**src/rtl/utf8pv_pkg.sv**
```systemverilog
// Shared types, constants and decode functions of the UTF-8 path name validator.
// No dependencies.
package utf8pv_pkg;

    localparam int unsigned LENGTH_LIMIT_DEF = 4096;
    localparam int unsigned CFG_W            = 13;
    localparam int unsigned LEN_W            = 13;
    localparam logic [CFG_W-1:0] MAX_LEN_RST = CFG_W'(255);

    localparam logic [7:0] ASCII_MAX  = 8'h7F;
    localparam logic [7:0] LEAD2_MIN  = 8'hC2;
    localparam logic [7:0] LEAD2_MAX  = 8'hDF;
    localparam logic [7:0] LEAD_E0    = 8'hE0;
    localparam logic [7:0] LEAD_ED    = 8'hED;
    localparam logic [7:0] LEAD3_MAX  = 8'hEF;
    localparam logic [7:0] LEAD_F0    = 8'hF0;
    localparam logic [7:0] LEAD_F4    = 8'hF4;
    localparam logic [7:0] CONT_MIN   = 8'h80;
    localparam logic [7:0] CONT_MAX   = 8'hBF;
    localparam logic [7:0] CONT_A0    = 8'hA0;
    localparam logic [7:0] CONT_9F    = 8'h9F;
    localparam logic [7:0] CONT_90    = 8'h90;
    localparam logic [7:0] CONT_8F    = 8'h8F;
    localparam logic [7:0] CHAR_NUL   = 8'h00;
    localparam logic [7:0] CHAR_SLASH = 8'h2F;
    localparam logic [7:0] CHAR_BSL   = 8'h5C;
    localparam logic [7:0] CHAR_DOT   = 8'h2E;

    // Allowed range of the next continuation byte.
    typedef enum logic [2:0] {
        CLS_80_BF = 3'd0,
        CLS_A0_BF = 3'd1,
        CLS_80_9F = 3'd2,
        CLS_90_BF = 3'd3,
        CLS_80_8F = 3'd4
    } t_cont_class;

    typedef struct packed {
        logic [7:0] name_byte;
        logic       last_byte;
    } t_byte_req;

    typedef struct packed {
        logic        bad;
        logic [1:0]  expect_cnt;
        t_cont_class cls;
    } t_lead;

    function automatic t_lead lead_decode(input logic [7:0] b);
        t_lead d;
        d.bad        = 1'b0;
        d.expect_cnt = 2'd0;
        d.cls        = CLS_80_BF;
        priority if (b <= ASCII_MAX) begin
            d.expect_cnt = 2'd0;
        end else if (b >= LEAD2_MIN && b <= LEAD2_MAX) begin
            d.expect_cnt = 2'd1;
        end else if (b == LEAD_E0) begin
            d.expect_cnt = 2'd2;
            d.cls        = CLS_A0_BF;
        end else if (b == LEAD_ED) begin
            d.expect_cnt = 2'd2;
            d.cls        = CLS_80_9F;
        end else if (b > LEAD_E0 && b <= LEAD3_MAX) begin
            d.expect_cnt = 2'd2;
        end else if (b == LEAD_F0) begin
            d.expect_cnt = 2'd3;
            d.cls        = CLS_90_BF;
        end else if (b > LEAD_F0 && b < LEAD_F4) begin
            d.expect_cnt = 2'd3;
        end else if (b == LEAD_F4) begin
            d.expect_cnt = 2'd3;
            d.cls        = CLS_80_8F;
        end else begin
            d.bad = 1'b1;
        end
        return d;
    endfunction

    function automatic logic cont_ok(input logic [7:0] b, input t_cont_class cls);
        logic ok;
        unique case (cls)
            CLS_A0_BF: ok = (b >= CONT_A0) && (b <= CONT_MAX);
            CLS_80_9F: ok = (b >= CONT_MIN) && (b <= CONT_9F);
            CLS_90_BF: ok = (b >= CONT_90) && (b <= CONT_MAX);
            CLS_80_8F: ok = (b >= CONT_MIN) && (b <= CONT_8F);
            default:   ok = (b >= CONT_MIN) && (b <= CONT_MAX);
        endcase
        return ok;
    endfunction

endpackage

```
**src/rtl/utf8pv_if.sv**
```systemverilog
// Handshake channel interfaces of the UTF-8 path name validator.
// Depends on utf8pv_pkg for field widths.
interface utf8pv_byte_if;
    logic       valid;
    logic       ready;
    logic [7:0] name_byte;
    logic       last_byte;
    modport source (output valid, output name_byte, output last_byte, input ready);
    modport sink   (input valid, input name_byte, input last_byte, output ready);
endinterface

interface utf8pv_result_if;
    logic                        valid;
    logic                        ready;
    logic                        name_valid;
    logic [utf8pv_pkg::LEN_W-1:0] name_length;
    modport source (output valid, output name_valid, output name_length, input ready);
    modport sink   (input valid, input name_valid, input name_length, output ready);
endinterface

interface utf8pv_cfg_if;
    logic                        valid;
    logic                        ready;
    logic [utf8pv_pkg::CFG_W-1:0] max_name_length;
    modport source (output valid, output max_name_length, input ready);
    modport sink   (input valid, input max_name_length, output ready);
endinterface

```
**src/rtl/utf8pv_in_stage.sv**
```systemverilog
// Input register stage: captures one name byte request per cycle unless the held request is stalled by the check stage.
// Depends on utf8pv_pkg and utf8pv_if.
module utf8pv_in_stage (
    input  logic                  i_clk,
    input  logic                  i_rst_n,
    utf8pv_byte_if.sink           i_byte,
    output utf8pv_pkg::t_byte_req o_req,
    output logic                  o_req_valid,
    input  logic                  i_req_ready
);

    logic                  r_valid;
    utf8pv_pkg::t_byte_req r_req;

    // Take a new request when empty or when the held one drains this cycle.
    assign i_byte.ready = !r_valid || i_req_ready;

    always_ff @(posedge i_clk) begin
        if (!i_rst_n) begin
            r_valid <= 1'b0;
        end else if (i_byte.ready) begin
            r_valid <= i_byte.valid;
        end
        if (i_byte.ready && i_byte.valid) begin
            r_req.name_byte <= i_byte.name_byte;
            r_req.last_byte <= i_byte.last_byte;
        end
    end

    assign o_req       = r_req;
    assign o_req_valid = r_valid;

endmodule

```
**src/rtl/utf8pv_check.sv**
```systemverilog
// Per-name check state and result register of the UTF-8 path name validator.
// Depends on utf8pv_pkg and utf8pv_if.
module utf8pv_check #(
    parameter int unsigned LENGTH_LIMIT = utf8pv_pkg::LENGTH_LIMIT_DEF
) (
    input  logic                         i_clk,
    input  logic                         i_rst_n,
    input  utf8pv_pkg::t_byte_req        i_req,
    input  logic                         i_req_valid,
    output logic                         o_req_ready,
    input  logic [utf8pv_pkg::CFG_W-1:0] i_max_len,
    utf8pv_result_if.source              o_result
);

    localparam int unsigned CNT_W = $clog2(LENGTH_LIMIT + 1);
    localparam int unsigned CMP_W = (CNT_W > utf8pv_pkg::CFG_W) ? CNT_W : utf8pv_pkg::CFG_W;

    logic [1:0]              r_expect, n_expect;
    utf8pv_pkg::t_cont_class r_cls, n_cls;
    logic                    r_err, n_err;
    logic [CNT_W-1:0]        r_cnt, n_cnt;
    logic                    r_dots, n_dots;
    logic                    r_out_valid;
    logic                    r_out_ok, n_ok;
    logic [utf8pv_pkg::LEN_W-1:0] r_out_len;

    logic                    consume;
    utf8pv_pkg::t_lead       lead;
    logic [CMP_W-1:0]        cnt_ext;

    // A last byte needs a free result slot; other bytes always drain.
    assign consume     = i_req_valid && (!i_req.last_byte || !r_out_valid || o_result.ready);
    assign o_req_ready = consume;
    assign lead        = utf8pv_pkg::lead_decode(i_req.name_byte);

    always_comb begin
        n_expect = r_expect;
        n_cls    = r_cls;
        n_err    = r_err;
        n_dots   = r_dots;
        if (r_cnt == CNT_W'(LENGTH_LIMIT)) begin
            n_cnt = r_cnt;
            n_err = 1'b1;
        end else begin
            n_cnt = r_cnt + CNT_W'(1);
        end
        if (r_expect != 2'd0) begin
            n_cls = utf8pv_pkg::CLS_80_BF;
            if (utf8pv_pkg::cont_ok(i_req.name_byte, r_cls)) begin
                n_expect = r_expect - 2'd1;
            end else begin
                n_expect = 2'd0;
                n_err    = 1'b1;
            end
        end else if (lead.bad) begin
            n_err = 1'b1;
        end else if (lead.expect_cnt != 2'd0) begin
            n_expect = lead.expect_cnt;
            n_cls    = lead.cls;
        end
        if (i_req.name_byte == utf8pv_pkg::CHAR_NUL ||
            i_req.name_byte == utf8pv_pkg::CHAR_SLASH ||
            i_req.name_byte == utf8pv_pkg::CHAR_BSL) begin
            n_err = 1'b1;
        end
        if (i_req.name_byte != utf8pv_pkg::CHAR_DOT) begin
            n_dots = 1'b0;
        end
        cnt_ext = CMP_W'(n_cnt);
        n_ok    = !n_err && (n_expect == 2'd0) && !(n_dots && (n_cnt <= CNT_W'(2)))
                  && (cnt_ext <= CMP_W'(i_max_len));
    end

    always_ff @(posedge i_clk) begin
        if (!i_rst_n) begin
            r_expect    <= 2'd0;
            r_cls       <= utf8pv_pkg::CLS_80_BF;
            r_err       <= 1'b0;
            r_cnt       <= '0;
            r_dots      <= 1'b1;
            r_out_valid <= 1'b0;
        end else begin
            if (consume && i_req.last_byte) begin
                r_expect    <= 2'd0;
                r_cls       <= utf8pv_pkg::CLS_80_BF;
                r_err       <= 1'b0;
                r_cnt       <= '0;
                r_dots      <= 1'b1;
                r_out_valid <= 1'b1;
            end else begin
                if (consume) begin
                    r_expect <= n_expect;
                    r_cls    <= n_cls;
                    r_err    <= n_err;
                    r_cnt    <= n_cnt;
                    r_dots   <= n_dots;
                end
                if (o_result.ready) begin
                    r_out_valid <= 1'b0;
                end
            end
        end
        if (consume && i_req.last_byte) begin
            r_out_ok  <= n_ok;
            r_out_len <= cnt_ext[utf8pv_pkg::LEN_W-1:0];
        end
    end

    assign o_result.valid       = r_out_valid;
    assign o_result.name_valid  = r_out_ok;
    assign o_result.name_length = r_out_len;

endmodule

```
**src/rtl/utf8_path_name_validator.sv**
```systemverilog
// A name's last byte passes through the input register and then sets its result in the
// check stage's result register, which holds the result until it is taken.
// Throughput: one name byte per cycle, set by the single check stage; a last byte that
// meets an untaken result holds in the input register and stalls the input until it is taken.
// Reset (i_rst_n low, synchronous): clears name state, empties both registers and
// loads the length limit register with 255.
module utf8_path_name_validator #(
    parameter int unsigned LENGTH_LIMIT = utf8pv_pkg::LENGTH_LIMIT_DEF
) (
    input  logic            i_clk,
    input  logic            i_rst_n,
    utf8pv_byte_if.sink     i_byte,
    utf8pv_cfg_if.sink      i_cfg,
    utf8pv_result_if.source o_result
);

    // Configuration: a single writable length limit, always ready.
    logic [utf8pv_pkg::CFG_W-1:0] r_max_len;

    // Request from the input register to the check stage.
    utf8pv_pkg::t_byte_req req;
    logic                  req_valid;
    logic                  req_ready;

    assign i_cfg.ready = 1'b1;

    always_ff @(posedge i_clk) begin
        if (!i_rst_n) begin
            r_max_len <= utf8pv_pkg::MAX_LEN_RST;
        end else if (i_cfg.valid) begin
            r_max_len <= i_cfg.max_name_length;
        end
    end

    // Register incoming bytes so the check logic sees a registered input.
    utf8pv_in_stage u_in_stage (
        .i_clk       (i_clk),
        .i_rst_n     (i_rst_n),
        .i_byte      (i_byte),
        .o_req       (req),
        .o_req_valid (req_valid),
        .i_req_ready (req_ready)
    );

    // Advance the UTF-8 sequence state, the sticky error, the saturating count
    // and the dot tracker; drop a result into the output register on the last byte.
    utf8pv_check #(
        .LENGTH_LIMIT (LENGTH_LIMIT)
    ) u_check (
        .i_clk       (i_clk),
        .i_rst_n     (i_rst_n),
        .i_req       (req),
        .i_req_valid (req_valid),
        .o_req_ready (req_ready),
        .i_max_len   (r_max_len),
        .o_result    (o_result)
    );

endmodule

```
**src/flat_wrapper.sv**
```systemverilog
// flat-port wrapper written by rule: the top's interface ports become plain ports
module utf8_path_name_validator_flat 
#(
    parameter int unsigned LENGTH_LIMIT = utf8pv_pkg::LENGTH_LIMIT_DEF
)
  (i_clk, i_rst_n, i_byte_valid, i_byte_name_byte, i_byte_last_byte, i_byte_ready, i_cfg_valid, i_cfg_max_name_length, i_cfg_ready, o_result_valid, o_result_name_valid, o_result_name_length, o_result_ready);
  utf8pv_byte_if i_byte_i ();
  utf8pv_cfg_if i_cfg_i ();
  utf8pv_result_if o_result_i ();
  input  logic i_clk;
  input  logic i_rst_n;
  input wire logic [$bits(i_byte_i.valid)-1:0] i_byte_valid;
  input wire logic [$bits(i_byte_i.name_byte)-1:0] i_byte_name_byte;
  input wire logic [$bits(i_byte_i.last_byte)-1:0] i_byte_last_byte;
  output wire logic [$bits(i_byte_i.ready)-1:0] i_byte_ready;
  input wire logic [$bits(i_cfg_i.valid)-1:0] i_cfg_valid;
  input wire logic [$bits(i_cfg_i.max_name_length)-1:0] i_cfg_max_name_length;
  output wire logic [$bits(i_cfg_i.ready)-1:0] i_cfg_ready;
  output wire logic [$bits(o_result_i.valid)-1:0] o_result_valid;
  output wire logic [$bits(o_result_i.name_valid)-1:0] o_result_name_valid;
  output wire logic [$bits(o_result_i.name_length)-1:0] o_result_name_length;
  input wire logic [$bits(o_result_i.ready)-1:0] o_result_ready;
  assign i_byte_i.valid = i_byte_valid;
  assign i_byte_i.name_byte = i_byte_name_byte;
  assign i_byte_i.last_byte = i_byte_last_byte;
  assign i_byte_ready = i_byte_i.ready;
  assign i_cfg_i.valid = i_cfg_valid;
  assign i_cfg_i.max_name_length = i_cfg_max_name_length;
  assign i_cfg_ready = i_cfg_i.ready;
  assign o_result_valid = o_result_i.valid;
  assign o_result_name_valid = o_result_i.name_valid;
  assign o_result_name_length = o_result_i.name_length;
  assign o_result_i.ready = o_result_ready;
  utf8_path_name_validator #(.LENGTH_LIMIT(LENGTH_LIMIT)) u_core (.i_clk(i_clk), .i_rst_n(i_rst_n), .i_byte(i_byte_i), .i_cfg(i_cfg_i), .o_result(o_result_i));
endmodule
```
**config.mk**
```make
export PLATFORM = sky130hd
export DESIGN_NAME = utf8_path_name_validator_flat
export DESIGN_NICKNAME = d
export VERILOG_FILES = /design/src/rtl/utf8pv_pkg.sv /design/src/rtl/utf8pv_if.sv /design/src/rtl/utf8pv_in_stage.sv /design/src/rtl/utf8pv_check.sv /design/src/rtl/utf8_path_name_validator.sv /design/src/flat_wrapper.sv
export SDC_FILE = /design/constraint.sdc
export NUM_CORES = 1
export LEC_CHECK = 0
export BUFFER_PORTS_ARGS = -buffer_cell sky130_fd_sc_hd__buf_2
export CORE_MARGIN = 2
export CORE_UTILIZATION = 49
export DETAILED_ROUTE_END_ITERATION = 10
export GPL_TIMING_DRIVEN = 0
export PLACE_DENSITY = 0.73
export SYNTH_ARGS = -nofsm -noshare
export SYNTH_HDL_FRONTEND = slang
export SYNTH_SLANG_ARGS = --single-unit
```
**constraint.sdc**
```tcl
create_clock -name i_clk -period 2.7 [get_ports i_clk]
set_input_delay 0.135 -clock i_clk [delete_from_list [all_inputs] [get_ports i_clk]]
set_output_delay 0.135 -clock i_clk [all_outputs]
set_load 0.05 [all_outputs]
```
Word-level counts from Yosys, hierarchy flattened
Cells that the tools add are included.
{"block": "word_totals", "rom_bits": 0, "latch_bits": 0, "elab_cells": 114, "ramBits": 0, "mem_count": 0, "regBits": 58}
{"block": "op_classes", "n_mul": 0, "eq_ne": 13, "n_shift": 0, "n_div": 0, "n_bitwise": 1, "muxes": 38, "order_cmp": 15, "add_sub_neg": 2, "n_reduce_logical": 33}
{"operator": "less-or-equal comparator 8 bit (second input constant)", "count": 5}
{"operator": "equality test 8 bit (second input constant)", "count": 4}
{"operator": ">= comparator 8 bit (second input constant)", "count": 4}
{"operator": "two-way mux 3 bit", "count": 7}
{"operator": "two-way mux 5 bit", "count": 4}
{"operator": "two-way mux 1 bit", "count": 17}
{"operator": "greater-than comparator 8 bit (second input constant)", "count": 2}
{"operator": "two-way mux 2 bit", "count": 8}
{"operator": "logical AND 1 bit", "count": 15}
{"operator": "adder 13 x 1 -> 13 bit (second input constant)", "count": 1}
{"operator": "equality test 13 bit (second input constant)", "count": 1}
{"operator": "less-or-equal comparator 13 bit", "count": 1}
{"operator": "less-or-equal comparator 13 x 2 -> 1 bit (second input constant)", "count": 1}
{"operator": "two-way mux 13 bit", "count": 1}
{"operator": "equality test 8 x 6 -> 1 bit (second input constant)", "count": 1}
{"operator": "equality test 8 x 7 -> 1 bit (second input constant)", "count": 1}
{"operator": "less-or-equal comparator 8 x 7 -> 1 bit (second input constant)", "count": 1}
{"operator": "zero test 8 bit", "count": 1}
{"operator": "less-than comparator 8 bit (second input constant)", "count": 1}
{"operator": "inequality test 8 x 6 -> 1 bit (second input constant)", "count": 1}
{"operator": "nonzero test 2 bit", "count": 4}
{"operator": "equality test 3 x 2 -> 1 bit (second input constant)", "count": 2}
{"operator": "zero test 1 bit", "count": 5}
{"operator": "logical OR 1 bit", "count": 5}
{"operator": "other kinds (9)", "count": 9}

Longest topological paths before layout
Gate-level depths: netlist of run 1.
{"block": "depth", "depth_word": 17, "mapped_depth": 13, "ltp_nobuf": 13}

By module
From an unflattened synthesis of run 1, not the netlist that was laid out.
{"block": "hier_totals", "hier_cells": 331, "area_unflattened_um2": 3169.3}
{"mod": "utf8pv_check", "seq_area_each_um2": 840.8, "area_per_inst_um2": 2343.5, "n_inst": 1, "cells_each": 273}
{"mod": "utf8_path_name_validator", "seq_area_each_um2": 260.2, "area_per_inst_um2": 498.0, "n_inst": 1, "cells_each": 44}
{"mod": "utf8pv_in_stage", "seq_area_each_um2": 290.3, "area_per_inst_um2": 327.8, "n_inst": 1, "cells_each": 14}

Worst setup path after synthesis of run 1
OpenSTA, ideal clock, no wires.
{"block": "synth_timing", "path_type": "flip-flop to flip-flop", "start": "register u_core.u_check.r_cnt[3]", "end": "register u_core.u_check.r_out_ok (netlist: u_core.u_check.o_result.name_valid), data pin", "t_arrival_ns": 2.675, "path_slack_ns": -0.151, "required_time_ns": 2.525, "path_stages_with_launch": 13, "setup_time_ns": 0.175, "path_buffers": 1, "cell_sequence": "dfxtp_1 buf_6 or4_1 or4_4 nand2_1 mux2i_2 ha_1 o21ai_0 a21oi_1 o21ai_0 a21oi_1 o21ai_0 nor4bb_1"}
{"block": "synth_via", "elab_cells_between_ends": 16, "classes_between": "1 x add/sub; 2 x order compare; 1 x eq/ne; 6 x mux; 6 x reduce/logical"}
{"item": "start: declaration", "line": "utf8pv_check.sv:21", "text": "logic [CNT_W-1:0] r_cnt, n_cnt;"}
{"item": "start signal: assignment", "line": "utf8pv_check.sv:95", "text": "r_cnt <= n_cnt;"}
{"item": "equality test 13 bit *", "line": "utf8pv_check.sv:41", "text": "if (r_cnt == CNT_W'(LENGTH_LIMIT)) begin"}
{"item": "two-way mux 13 bit *", "line": "utf8pv_check.sv:41"}
{"item": "via u_core.u_check.cnt_ext[2]", "line": "utf8pv_check.sv:29", "text": "logic [CMP_W-1:0] cnt_ext;"}
{"item": "less-or-equal comparator 13 x 2 -> 1 bit", "line": "utf8pv_check.sv:70", "text": "n_ok = !n_err && (n_expect == 2'd0) && !(n_dots && (n_cnt <= CNT_W'(2)))"}
{"item": "logical AND 1 bit", "line": "utf8pv_check.sv:70"}
{"item": "zero test 1 bit", "line": "utf8pv_check.sv:70"}
{"item": "logical AND 1 bit", "line": "utf8pv_check.sv:70"}
{"item": "logical AND 1 bit *", "line": "utf8pv_check.sv:71", "text": "&& (cnt_ext <= CMP_W'(i_max_len));"}
{"item": "via u_core.u_check.n_ok", "line": "utf8pv_check.sv:24", "text": "logic r_out_ok, n_ok;"}
{"item": "end signal: assignment", "line": "utf8pv_check.sv:104", "text": "r_out_ok <= n_ok;"}
{"item": "end: declaration", "line": "utf8pv_check.sv:24"}
The timed path passes the listed nets; every way through them passes the cells marked *.
A chain may end at the register's enable or synchronous reset.

Worst setup path after layout of run 1
{"block": "layout_timing", "start": "register u_core.u_check.r_cnt[5]", "end": "register u_core.u_check.r_out_ok (netlist: u_core.u_check.o_result.name_valid), data pin"}
{"block": "layout_via", "elab_chain_len": 9, "elab_cells_between_ends": 16, "classes_between": "1 x add/sub; 2 x order compare; 1 x eq/ne; 6 x mux; 6 x reduce/logical"}
{"item": "parallel branches: the longest is 8 deep, another holds adder 13 x 1 -> 13 bit"}
{"item": "logical AND 1 bit *", "line": "utf8pv_check.sv:71"}
{"item": "via u_core.u_check.n_ok", "line": "utf8pv_check.sv:24"}
Mark *: on every way through the listed nets, which the timed path passes.

==> insert_results.sql, run 1 <==
INSERT INTO impl_metrics (metric_group, metric, value, unit) VALUES
('cells_and_area', 'fill_cells', '507', ''),
('global_routing', 'maximum_number_of_pins_on_one_net_before_global_route_repair', '15', ''),
('detailed_routing', 'via_count', '2655', ''),
('setup_path', 'critPathCaptureType', 'register', ''),
('floorplanning', 'die_height', '84.11', 'um'),
('power_and_ir_drop', 'power_per_cell_area', '485.5', 'nW/um2'),
('global_routing', 'overflow', '0', ''),
('synthesis', 'synth_top_cell_by_area', 'sky130_fd_sc_hd__dfxtp_1', ''),
('setup_path', 'crit_family', 'simple AND/OR/NAND/NOR gates', ''),
('worst_hold_path', 'worstHoldPathType', 'primary input to register', ''),
('synthesis', 'ys_dominant_reg_cell', 'sky130_fd_sc_hd__dfxtp_1', ''),
('synthesis', 'synth_seq_area_share', '44.25', '%'),
('sta', 'timing.final.hold_violations', '0', ''),
('cts', 'worst_skew_pair.late_latency', '0.34', 'ns'),
('synthesis', 'synth_largest_type_area_fraction', '22.28', '%'),
('synthesis', 'synth_fp_nets', '385', ''),
('synthesis', 'synth.most_common_cell', 'sky130_fd_sc_hd__dfxtp_1', ''),
('cts', 'cts.root.buffer_cell', 'sky130_fd_sc_hd__clkbuf_8', ''),
('outcome', 'status', 'finished, violations left', ''),
('sta', 'timing.fmax', '357.8', 'MHz'),
('sta', 'share_of_the_clock_period_used_by_the_worst_path_after_layout', '103.5', '%'),
('floorplanning', 'die_area', '7074', 'um2'),
('synthesis', 'async_reset_ff_share', '0', '%'),
('cts', 'cts_made_buffers', '9', ''),
('floorplanning', 'floorplan.initialDensity', '50.09', '%'),
('sta', 'rsz0062_at_grt', 'true', ''),
('synthesis', 'netlist_area', '3144', 'um2'),
('setup_path', 'critical_path_required', '2.85', 'ns'),
('place', 'placed_cells_incl_taps', '459', ''),
('synthesis', 'post_synth_inst_count', '341', ''),
('synthesis', 'ys_top_cells_by_count', 'sky130_fd_sc_hd__dfxtp_1 (35), sky130_fd_sc_hd__nor2_1 (32), sky130_fd_sc_hd__nand2_1 (31), sky130_fd_sc_hd__edfxtp_1 (23), sky130_fd_sc_hd__inv_1 (21)', ''),
('place', 'place.detailed.hpwl', '4692', 'um'),
('power_and_ir_drop', 'total_leakage_power', '1.608', 'nW'),
('cells_and_area', 'layout-drive-gt1-share', '25.79', '%'),
('worst_hold_path', 'holdCritStartpoint', 'i_cfg_max_name_length[6]', ''),
('place', 'port_buffer_count', '41', ''),
('sta', 'worstMarginPinSlew', '0.6005', 'ns'),
('job', 'max-cap-violations', '0', ''),
('outcome', 'violations', 'setup timing', ''),
('synthesis', 'netlist_top_cells_area', 'sky130_fd_sc_hd__dfxtp_1 (22%), sky130_fd_sc_hd__edfxtp_1 (22%), sky130_fd_sc_hd__ha_1 (6.8%)', ''),
('place', 'place_ws', '-0.5474', 'ns'),
('cts', 'cts_max_level', '3', ''),
('setup_path', 'timing.critical_path.cells', 'or3_4, or4_4, nor2_4, xnor2_2, ha_2, nand2b_4, a21oi_2, o21ai_1, a21oi_1, o21ai_1, nor4bb_4', ''),
('floorplanning', 'core_region_area', '6277', 'um2'),
('setup_path', 'setup.worst_path.class', 'register to register', ''),
('setup_path', 'critPathArrivalTime', '2.94', 'ns'),
('cts', 'clkSinkCount', '58', ''),
('setup_path', 'worst_setup_path_startpoint', 'u_core.u_check.r_cnt[5]', ''),
('detailed_routing', 'drt-vias-per-instance', '5.441', ''),
('floorplanning', 'io_count', '44', ''),
('place', 'finalWeightedCongestion', '0.8365', ''),
('sta', 'relSlewSlack', '59.97', '%'),
('setup_path', 'crit_top_cell', 'sky130_fd_sc_hd__o21ai_1', ''),
('sta', 'worst_clock_skew', '0.01204', 'ns'),
('global_routing', 'first_global_vias', '2515', ''),
('cells_and_area', 'area_growth_syn_to_layout', '24.83', '%'),
('setup_path', 'cp_max_delay_cell', 'sky130_fd_sc_hd__or4_4', ''),
('setup_path', 'worst-path-max-fanout', '8', ''),
('cts', 'tritoncts', 'built', ''),
('cts', 'clockBufferDepth', '2', ''),
('detailed_routing', 'drt_wl_cell', '14.48', 'um'),
('sta', 'postLayoutSetupSlackWorst', '-0.09481', 'ns'),
('floorplanning', 'rows', '29', ''),
('sta', 'setup_violations', '1', ''),
('cells_and_area', 'antennaDiodeCount', '0', ''),
('sta', 'fin_crit', '2.795', 'ns'),
('synthesis', 'ys_seq_elements', '58', ''),
('detailed_routing', 'postRouteAntennaNets', '0', ''),
('global_routing', 'grt_antenna_before_repair', '0', ''),
('detailed_routing', 'drtIter0Drc', '126', ''),
('cells_and_area', 'final_cells', '488', '');
[worst reg2reg max path: stages, from the launching register on]
cell and delay, ns:
sky130_fd_sc_hd__dfxtp_4 0.38, sky130_fd_sc_hd__or3_4 0.39, sky130_fd_sc_hd__or4_4 0.57, sky130_fd_sc_hd__nor2_4 0.14, sky130_fd_sc_hd__xnor2_2 0.14, sky130_fd_sc_hd__ha_2 0.21, sky130_fd_sc_hd__nand2b_4 0.13, sky130_fd_sc_hd__a21oi_2 0.05
sky130_fd_sc_hd__o21ai_1 0.14, sky130_fd_sc_hd__a21oi_1 0.10, sky130_fd_sc_hd__o21ai_1 0.14, sky130_fd_sc_hd__nor4bb_4 0.22
[registers in the layout, summed over array words and instances (netlist names)]
name,flops
u_core.u_check.r_err,1
u_core.u_check.o_result.name_valid,1
u_core.u_check.r_dots,1
u_core.u_check.o_result.valid,1
u_core.r_max_len,13
u_core.u_in_stage.o_req,9
u_core.u_check.r_cls,3
u_core.u_check.r_expect,2
u_core.u_check.r_cnt,13
u_core.u_check.o_result.name_length,13
u_core.u_in_stage.o_req_valid,1
[layer usage]
| metal | track usage, % | routed length, um | vias up |
|---|---|---|---|
| met1 | 26.27 | 3104 | 1236 |
| met2 | 33.19 | 3461 | 79 |
| met5 | 0 | 0 | - |
| met4 | 8.798 | 115 | 0 |
| li1 | - | - | 1329 |
| met3 | 3.561 | 382 | 11 |
[final timing paths]
path | to | slack, ns | depth (start not counted)
setup / recovery | u_core.u_check.o_result.name_valid | -0.09 | 11
hold / removal | u_core.r_max_len[6] | 0.01 | 3
setup reg to reg | u_core.u_check.o_result.name_valid | -0.09 | 11
hold reg to reg | u_core.u_check.r_dots | 0.46 | 1
[cells in the final DEF, fill, tap and decap left out, drive strengths merged, types with 7 or more instances in the layout]
cell          n
a21oi        13
dlygate4sd3   9
nand2        31
xnor2        16
o21ai        14
xor2          8
nand3        12
o211ai        9
dfxtp        35
mux2i         8
nor2         33
nor3          8
nand4         7
clkbuf       25
ha           17
edfxtp       23
inv          21
buf          57
[where the power goes]
group          switching [W]  total [W]  internal [W]  leakage, nW
combinational       0.000134   0.000231     0.0000971        0.992
sequential         0.0000200   0.000959      0.000939        0.522
clock               0.000336   0.000715      0.000379       0.0932
total               0.000490    0.00191       0.00142         1.61
[what timing repair did]
item	CTS	global route
gates cloned	0	0
endpoints found under the setup margin	1	1
buffers inserted	4	9
hold endpoints to repair	9	0
hold buffers	9	0
resized for setup	25	16
pin swaps	11	12
[area by class of cell]
type	instances	area, um2	share of cell area (%)
buffer	15	70.07	1.785
clock buffer	13	158.9	4.048
clock inverter	3	15.01	0.3825
inverter	21	78.83	2.008
multi-input combinational	238	1698	43.26
sequential	58	1415	36.05
tap	77	96.34	2.455
timing repair buffer	63	392.9	10.01
[per-stage QoR]
step	hold WS [ns]	total power (W)	utilization, %	cell area (um2)
floorplan	0.2339	0.001116	-	3148
global placement	0.3111	0.001169	54.95	3450
detailed placement	0.3131	0.001175	54.95	3450
CTS	0.003053	0.001914	60.97	3827
global route	0.02404	0.001981	62.53	3925
finish	0.01242	0.001906	62.53	3925
[logic make-up (layout without fill, tap and decap cells)]
family,count (synthesis),in the layout,share of synthesized area (%)
AO/OA/AOI/OAI,57,57,12.10
XOR/XNOR,24,24,6.685
adder cells (fa/ha/maj),17,17,6.765
buffers and inverters,45,115,6.048
flip-flops,58,58,44.25
multiplexers,8,8,2.666
other,1,1,0.1193
AND/OR/NAND/NOR,131,131,21.37
No activity file was read; power rests on OpenSTA's default activity.
==> inputs of run 2 (changes only) <==
--- a/config.mk
+++ b/config.mk
@@ -11,6 +11,7 @@
 export DETAILED_ROUTE_END_ITERATION = 10
 export GPL_TIMING_DRIVEN = 0
 export PLACE_DENSITY = 0.73
+export REMOVE_ABC_BUFFERS = 1
 export SYNTH_ARGS = -nofsm -noshare
 export SYNTH_HDL_FRONTEND = slang
 export SYNTH_SLANG_ARGS = --single-unit
==> insert_results.sql, run 2 (synthesized netlist as in run 1, its figures left out) <==
INSERT INTO impl_metrics (metric_group, metric, value, unit) VALUES
('outcome', 'status', 'finished, violations left', ''),
('outcome', 'violations', 'setup timing', ''),
('detailed_routing', 'drt_wl_cell', '14.33', 'um'),
('floorplanning', 'io_count', '44', ''),
('place', 'port_buffer_count', '42', ''),
('cts', 'clkSinkCount', '58', ''),
('cts', 'cts_made_buffers', '9', ''),
('sta', 'fin_crit', '2.826', 'ns'),
('global_routing', 'maximum_number_of_pins_on_one_net_before_global_route_repair', '21', ''),
('global_routing', 'grt_use_total', '20.94', '%'),
('sta', 'rsz0062_at_grt', 'true', ''),
('floorplanning', 'die_height', '84.11', 'um'),
('cells_and_area', 'final_nets', '431', ''),
('power_and_ir_drop', 'ir_worst_vdd', '485.4', 'uV'),
('sta', 'maxSlewViolCount', '0', ''),
('power_and_ir_drop', 'total_leakage_power', '1.550', 'nW'),
('detailed_routing', 'routed_wirelength', '6719', 'um'),
('setup_path', 'critPathCaptureType', 'register', ''),
('global_routing', 'first_global_vias', '2568', ''),
('detailed_routing', 'postRouteAntennaNets', '0', ''),
('sta', 'postLayoutSetupSlackWorst', '-0.1260', 'ns'),
('setup_path', 'critical_path_required', '2.86', 'ns'),
('cts', 'cts_max_level', '3', ''),
('cells_and_area', 'final_cell_mix', 'sky130_fd_sc_hd__buf_2 (42), sky130_fd_sc_hd__nor2_1 (31), sky130_fd_sc_hd__nand2_1 (29)', ''),
('floorplanning', 'die_area', '7074', 'um2'),
('setup_path', 'worst_setup_path_start_kind', 'register', ''),
('global_routing', 'overflow', '0', ''),
('power_and_ir_drop', 'power_per_cell_area', '488.5', 'nW/um2'),
('floorplanning', 'core_region_area', '6277', 'um2'),
('detailed_routing', 'via_count', '2575', ''),
('sta', 'worstMarginPinSlew', '0.7261', 'ns'),
('detailed_routing', 'drtIter0Drc', '130', ''),
('cts', 'cts.root.buffer_cell', 'sky130_fd_sc_hd__clkbuf_8', ''),
('cells_and_area', 'layout-drive-gt1-share', '25.00', '%'),
('sta', 'relSlewSlack', '51.48', '%'),
('cts', 'tritoncts', 'built', ''),
('sta', 'setup_violations', '1', ''),
('detailed_routing', 'drt_pre_antenna_iters', '4', ''),
('cts', 'clockBufferDepth', '2', ''),
('sta', 'share_of_the_clock_period_used_by_the_worst_path_after_layout', '104.7', '%'),
('sta', 'timing.final.hold_violations', '0', ''),
('sta', 'worst_clock_skew', '0.01072', 'ns'),
('cells_and_area', 'antennaDiodeCount', '0', ''),
('setup_path', 'worst-path-max-fanout', '3', ''),
('sta', 'fin_worst_hold_slack', '0.008254', 'ns'),
('job', 'max-cap-violations', '0', ''),
('place', 'finalWeightedCongestion', '0.8237', ''),
('global_routing', 'grt_antenna_before_repair', '0', ''),
('floorplanning', 'rows', '29', ''),
('cts', 'worst_skew_pair.late_latency', '0.34', 'ns'),
('place', 'place.detailed.hpwl', '4494', 'um'),
('global_routing', 'grt_pass1_wl', '11740', 'um'),
('sta', 'timing.fmax', '353.9', 'MHz'),
('floorplanning', 'floorplan.initialDensity', '50.09', '%'),
('floorplanning', 'fp.dieW', '84.11', 'um'),
('cells_and_area', 'fill_cells', '531', ''),
('setup_path', 'setup.worst_path.class', 'register to register', ''),
('cells_and_area', 'layout.area.seq', '1415', 'um2'),
('detailed_routing', 'drc', '0', ''),
('cells_and_area', 'multi_input_comb_area', '1703', 'um2'),
('cells_and_area', 'area_growth_syn_to_layout', '21.41', '%'),
('setup_path', 'critPathArrivalTime', '2.98', 'ns'),
('detailed_routing', 'drt-vias-per-instance', '5.490', ''),
('worst_hold_path', 'worstHoldPathType', 'primary input to register', ''),
('power_and_ir_drop', 'total_power', '0.001865', 'W'),
('cts', 'clk_pin_slew', '0.07', 'ns'),
('cells_and_area', 'final_common_cell', 'sky130_fd_sc_hd__buf_2', '');
run 2: cell count changes in the layout (fill, tap and decap cells not counted), sizes merged:
cell | before | now
buf | 57 | 50
clkbuf | 25 | 13
run 2: stage by stage:
stage	TNS, ns	cells	cell area (um2)	util (%)	worst slack, ns
2_1_floorplan	-0.1214	317	3033	-	-0.1214
3_3_place_gp	-0.7113	436	3339	53.20	-0.7113
3_5_place_dp	-0.7593	436	3339	53.20	-0.7593
4_1_cts	-0.05358	469	3796	60.47	-0.05358
5_1_grt	-0.2479	469	3817	60.81	-0.2479
6_report	-0.1260	469	3817	60.81	-0.1260
run 2: worst max-delay path: stages (launching register included):
cell and delay, ns:
sky130_fd_sc_hd__dfxtp_4 0.35, sky130_fd_sc_hd__or4_1 0.51, sky130_fd_sc_hd__or4_4 0.48, sky130_fd_sc_hd__nor2_4 0.16, sky130_fd_sc_hd__xnor2_2 0.17, sky130_fd_sc_hd__ha_4 0.16
sky130_fd_sc_hd__nand2b_4 0.10, sky130_fd_sc_hd__a21oi_2 0.04, sky130_fd_sc_hd__o21ai_1 0.13, sky130_fd_sc_hd__a21oi_1 0.08, sky130_fd_sc_hd__o21ai_1 0.19, sky130_fd_sc_hd__nor4bb_4 0.25
run 2: report_power, final:
part | leakage (nW) | internal, W | switching (W)
Combinational | 0.941 | 0.0000923 | 0.000119
Clock | 0.0872 | 0.000354 | 0.000328
Sequential | 0.522 | 0.000940 | 0.0000311
Total | 1.55 | 0.00139 | 0.000479
run 2: layout make-up:
cell class              count  area share, %
repair buffers             59          9.440
multi-input cells         238          44.61
clock buffers              13          3.900
inverters                  21          2.065
clock inverters             3         0.3933
well taps                  77          2.524
flip-flops and latches     58          37.07
run 2: path summary, 6_finish.rpt:
kind	cells past startpoint	startpoint	slack (ns)	to
worst max register to register	11	u_core.u_check.r_cnt[3]	-0.13	u_core.u_check.o_result.name_valid
worst max-delay path	11	u_core.u_check.r_cnt[3]	-0.13	u_core.u_check.o_result.name_valid
worst min register to register	1	u_core.u_check.r_dots	0.45	u_core.u_check.r_dots
worst min-delay path	3	i_cfg_max_name_length[0]	0.008	u_core.r_max_len[0]
run 2: what timing repair did:
action / in CTS / in global routing
resized for setup: 36 / 5
endpoints found under the setup margin: 1 / 1
buffers inserted: 8 / 0
hold buffers: 9 / 0
endpoints found under the hold margin: 9 / 0
pin swaps: 9 / 0
run 2: routing by layer:
layer  global-route usage (%)  wire length [um]
met1                    26.21              2917
met2                    33.62              3242
met3                    5.737               389
met4                    9.824               169
met5                        0                 0
